[src/hdl/fba_pkg.sv]
// shared types and constants for the first-fit block allocator
`default_nettype none
package fba_pkg;
  localparam int POOL_BYTES = 262144;
  localparam int MAX_BLOCKS = 64;
  localparam int DEPTH      = MAX_BLOCKS + 2;
  localparam int AW         = 19;
  localparam int EW         = AW + 1;

  localparam logic [1:0] OP_ALLOC   = 2'd0;
  localparam logic [1:0] OP_REALLOC = 2'd1;
  localparam logic [1:0] OP_FREE    = 2'd2;
  localparam logic [1:0] OP_RSVD    = 2'd3;

  localparam logic [1:0] ST_GIVEN = 2'd0;
  localparam logic [1:0] ST_NONE  = 2'd1;
  localparam logic [1:0] ST_SPACE = 2'd2;
  localparam logic [1:0] ST_FULL  = 2'd3;

  typedef struct packed {
    logic [1:0]    op;
    logic          has_block;
    logic [AW-1:0] block_offset;
    logic [AW-1:0] request_bytes;
  } in_t;

  typedef struct packed {
    logic [1:0]    status;
    logic [AW-1:0] result_offset;
    logic          moved;
    logic [AW-1:0] copy_bytes;
  } out_t;

  typedef struct packed {
    logic [AW-1:0] start;
    logic [AW-1:0] size;
  } entry_t;

  typedef enum logic [1:0] {
    CMD_NONE,
    CMD_SIZE,
    CMD_DEL,
    CMD_INS
  } cmd_t;

  typedef struct packed {
    cmd_t kind;
    logic sel;
    logic ge;
  } cell_ctl_t;
endpackage
`default_nettype wire

[src/hdl/fba_cell.sv]
// one table entry of the allocator, shifting with its neighbors
`default_nettype none
module fba_cell (
  input  wire                     clk,
  input  wire                     rst_n,
  input  fba_pkg::entry_t         init,
  input  fba_pkg::cell_ctl_t      ctl,
  input  fba_pkg::entry_t         new_ent,
  input  fba_pkg::entry_t         left,
  input  fba_pkg::entry_t         right,
  input  wire [fba_pkg::AW-1:0]   key_off,
  input  wire [fba_pkg::AW-1:0]   key_req,
  input  wire                     en_hit,
  input  wire                     en_fit,
  output fba_pkg::entry_t         ent,
  output logic [fba_pkg::EW-1:0]  ent_end,
  output logic                    hit,
  output logic                    fit
);
  import fba_pkg::*;

  entry_t        ent_r;
  entry_t        ent_nxt;
  logic [EW-1:0] left_end;
  logic [EW-1:0] gap;

  always_comb begin
    ent_nxt = ent_r;
    case (ctl.kind)
      CMD_SIZE: begin
        if (ctl.sel) ent_nxt.size = new_ent.size;
      end
      CMD_DEL: begin
        if (ctl.ge) ent_nxt = right;
      end
      CMD_INS: begin
        if (ctl.sel) ent_nxt = new_ent;
        else if (ctl.ge) ent_nxt = left;
      end
      default: ent_nxt = ent_r;
    endcase
  end

  always_ff @(posedge clk) begin
    if (!rst_n) begin
      ent_r <= init;
    end else begin
      ent_r <= ent_nxt;
    end
  end

  assign left_end = {1'b0, left.start} + {1'b0, left.size};
  assign gap      = ({1'b0, ent_r.start} > left_end) ? ({1'b0, ent_r.start} - left_end)
                                                     : '0;
  assign ent      = ent_r;
  assign ent_end  = {1'b0, ent_r.start} + {1'b0, ent_r.size};
  assign hit      = en_hit && (ent_r.start == key_off);
  assign fit      = en_fit && (gap >= {1'b0, key_req});
endmodule
`default_nettype wire

[config.mk]
export PLATFORM = sky130hd
export DESIGN_NAME = fba_cell
export DESIGN_NICKNAME = d
export VERILOG_FILES = /design/src/hdl/fba_pkg.sv /design/src/hdl/fba_cell.sv
export SDC_FILE = /design/constraint.sdc
export NUM_CORES = 1
export LEC_CHECK = 0
export ABC_AREA = 1
export CORE_UTILIZATION = 55
export CTS_CLUSTER_DIAMETER = 200
export DETAILED_ROUTE_END_ITERATION = 10
export DONT_BUFFER_PORTS = 1
export PLACE_DENSITY = 0.73
export SLEW_MARGIN = 20
export SYNTH_ARGS = -nofsm -noshare
export SYNTH_HDL_FRONTEND = slang
export SYNTH_SLANG_ARGS = --single-unit
export TNS_END_PERCENT = 5
[constraint.sdc]
create_clock -name clk -period 4.55 [get_ports clk]
set_input_delay 0.2275 -clock clk [delete_from_list [all_inputs] [get_ports clk]]
set_output_delay 0.2275 -clock clk [all_outputs]
set_load 0.03 [all_outputs]
==> impl_metrics.tcl <==
set metrics [dict create \
    dpl_worst_slack_ns -0.1996 \
    slowest_stage "ha_1" \
    layout.cells.non_filler 1072 \
    largest_register_ffs 38 \
    final_layout_size_suffix_gt1_share_pct 14.64 \
    portBuffers 0 \
    synthCells 900 \
    crit_required_ns 4.32 \
    avgSynthCellArea_sq_um 6.695 \
    nNetsFinal 1212 \
    synth.mux.area_fraction_pct 0 \
    fmax_mhz 223.8 \
    first_iter_violations 672 \
    tightest_slew_ns 1.105 \
    ys_ff_latch 38 \
    die_w_um 106.7 \
    ios 258 \
    wirelength_mm 24.33 \
    die_h_um 106.7 \
    grt_pass1_wl_mm 35.74 \
    rows 37 \
    worstSetupPathType "in -> out" \
    yosys.area.top_type "edfxtp_1" \
    cp-start-kind "input port" \
    crit_fanout 7 \
    arrival_ns 4.24 \
    cts-root-buf "clkbuf_8" \
    cts_tree "done" \
    avgRoutedWirePerCell_um 22.70 \
    p_leak_nw 3.122 \
    synthMostInstantiatedCell "nand2_1" \
    outcome "complete, no violations" \
    worst_slack_ns 0.08253 \
    start_util_pct 57.59 \
    track_usage_pct 41.45 \
    holdWs_ns 0.1237 \
    cp_slowest_stage_delay_ns 0.31 \
    area_growth_pct 14.06 \
    final_antenna_net_count 0 \
    slew_violations 0 \
    worst_setup_path_end_kind "output pin" \
    synth_area_leaders "edfxtp_1 (19%), ha_1 (16%), a21oi_1 (10%), nand2_1 (9.5%), nor2_1 (8.3%)" \
    h-tree-depth 2 \
    yosys.area_share.adder_pct 16.78 \
    synth_top_cell_area_share_pct 18.94 \
    cts_buffers 5 \
    slew_headroom_pct 25.88 \
    n_antenna_cell 0 \
    synthXorXnorAreaFrac_pct 7.267 \
    grt_start_max_net_pins 58 \
    p_int_mw 1.271 \
    die_area_sq_um 11380 \
    synth_compound_area_share_pct 23.19 \
    grt.overflow.total 0 \
    synth_edf_count 38 \
    synth_cell_types 43 \
    gp_congestion 0.9860 \
    vias 6993 \
    setup_tns_ns 0 \
    route.detailed.drc 0 \
    setup_viol 0 \
    power_density_nw_per_um2 402.0 \
    drt-pass1-iter-count 5 \
    synth_nets 1177 \
    post-route-period-util_pct 98.19 \
    ys_seq_area_share_pct 18.94 \
    synthSimpleGateAreaFrac_pct 26.04 \
    place_inst 1053 \
    synth_top_family_by_area "simple AND/OR/NAND/NOR gates" \
    cts_sinks 38 \
    power.share.clock_pct 10.9 \
    p_comb_share_pct 68.8 \
    maxCapViolations 0 \
    yosys_most_used_dff "edfxtp_1" \
    finalHoldViolCount 0 \
    synthTopCellsByCount "nand2_1 (152), nor2_1 (134), a21oi_1 (120)" \
    power_frac_seq_pct 20.3 \
    critPathMostFrequentCell "nand2_1" \
    rsz0062_at_grt "true" \
    netlist_area_sq_um 6026 \
    dpl.hpwl_mm 19.64 \
    path_clk_slew_ns 0.09 \
    switching_share_pct 53.99 \
    clockBufferDepth 2 \
    cts_hold_buf 0 \
    vias_per_cell 6.523 \
    fill_cells 982 \
    switching_power_mw 1.492 \
    antenna_found_initial 0 \
    synthArstFlopShare_pct 0 \
    coreArea_sq_um 10460 \
    grt_pass1_vias 6771 \
    hold_class "in -> reg" \
    min_period_ns 4.467 \
    ir_worst_vdd_v 0.0002424 \
    ys_warn_count 0 \
]
power by group through the flow:
stage,registers (mW),logic [mW],clock network [mW]
global route,0.562,2.05,0.310
floorplan,0.582,1.28,0
detailed placement,0.564,1.75,0
finish,0.560,1.90,0.302
global placement,0.563,1.71,0
CTS,0.556,1.78,0.298
cell families (layout without fill, tap and decap cells):
family | Yosys count | after routing
adder cells (fa/ha/maj) | 79 | 79
AND/OR/NAND/NOR | 365 | 365
buffers and inverters | 123 | 159
XOR/XNOR | 50 | 50
AO/OA/AOI/OAI | 245 | 245
flip-flops | 38 | 38
metrics by stage:
step	instance area, sq um	power (mW)	util (%)
detailed placement	6416	2.310	61.32
global route	6873	2.923	65.69
CTS	6611	2.635	63.19
finish	6873	2.763	65.69
floorplan	6026	1.863	-
global placement	6416	2.277	61.32
what timing repair did:
item	CTS	global route
buffers inserted	3	8
resized for setup	19	40
pin swaps	3	25
endpoints found under the setup margin	1	1
path summary, 6_finish.rpt:
path | from | endpoint | cells past startpoint
worst max-delay path | left[22] | fit | 40
worst min-delay path | init[4] | ent[4] | 2
routing by layer:
metal	part of all wire, %	GRT usage (%)
met1	36	45.24
met2	46	68.76
met3	13	15.62
met4	6.0	23.78
met5	0	0
layout make-up:
cell class	instances	area, sq um	share of cell area (%)
Clock buffer	5	68.82	1.001
Clock inverter	3	40.04	0.5826
Inverter	97	364.1	5.298
Multi-Input combinational cell	739	4668	67.92
Sequential cell	38	1141	16.60
Tap cell	136	170.2	2.476
Timing Repair Buffer	54	420.4	6.117
cell usage in the layout, fill, tap and decap left out, types with 3 or more instances in the layout:
| master | netlist | layout |
|---|---|---|
| a21oi_1 | 120 | 110 |
| a21oi_2 | 1 | 10 |
| nor2_4 | 3 | 5 |
| a211oi_1 | 3 | 3 |
| nand4_1 | 8 | 8 |
| o21ai_2 | 3 | 6 |
| xor2_1 | 22 | 21 |
| inv_2 | 3 | 5 |
| nor3_1 | 12 | 10 |
| nand2_1 | 152 | 145 |
| o21ai_0 | 65 | 60 |
| a31oi_1 | 5 | 5 |
| o21bai_1 | 5 | 5 |
| inv_1 | 92 | 90 |
| or2_2 | 5 | 5 |
| nand3_1 | 23 | 21 |
| nand2_2 | 3 | 10 |
| nand3_2 | 2 | 3 |
| edfxtp_1 | 38 | 38 |
| ha_4 | 0 | 8 |
| clkbuf_8 | 0 | 5 |
| o211ai_1 | 3 | 3 |
| ha_1 | 76 | 66 |
| buf_4 | 0 | 50 |
| nor3b_1 | 4 | 4 |
| o22ai_1 | 4 | 4 |
| buf_6 | 1 | 4 |
| nor2_2 | 10 | 11 |
| xnor2_1 | 28 | 27 |
| nor2_1 | 134 | 131 |
| a221oi_1 | 24 | 24 |
| a21o_1 | 5 | 5 |
critical path: cells and delay by family:
family                   cells  cell delay, ns
buffers and inverters        6            0.61
XOR/XNOR                     1            0.13
adder cells (fa/ha/maj)      3            0.84
AND/OR/NAND/NOR             27            2.07
AO/OA/AOI/OAI                3            0.34
Power figures use the tool's default switching activity.
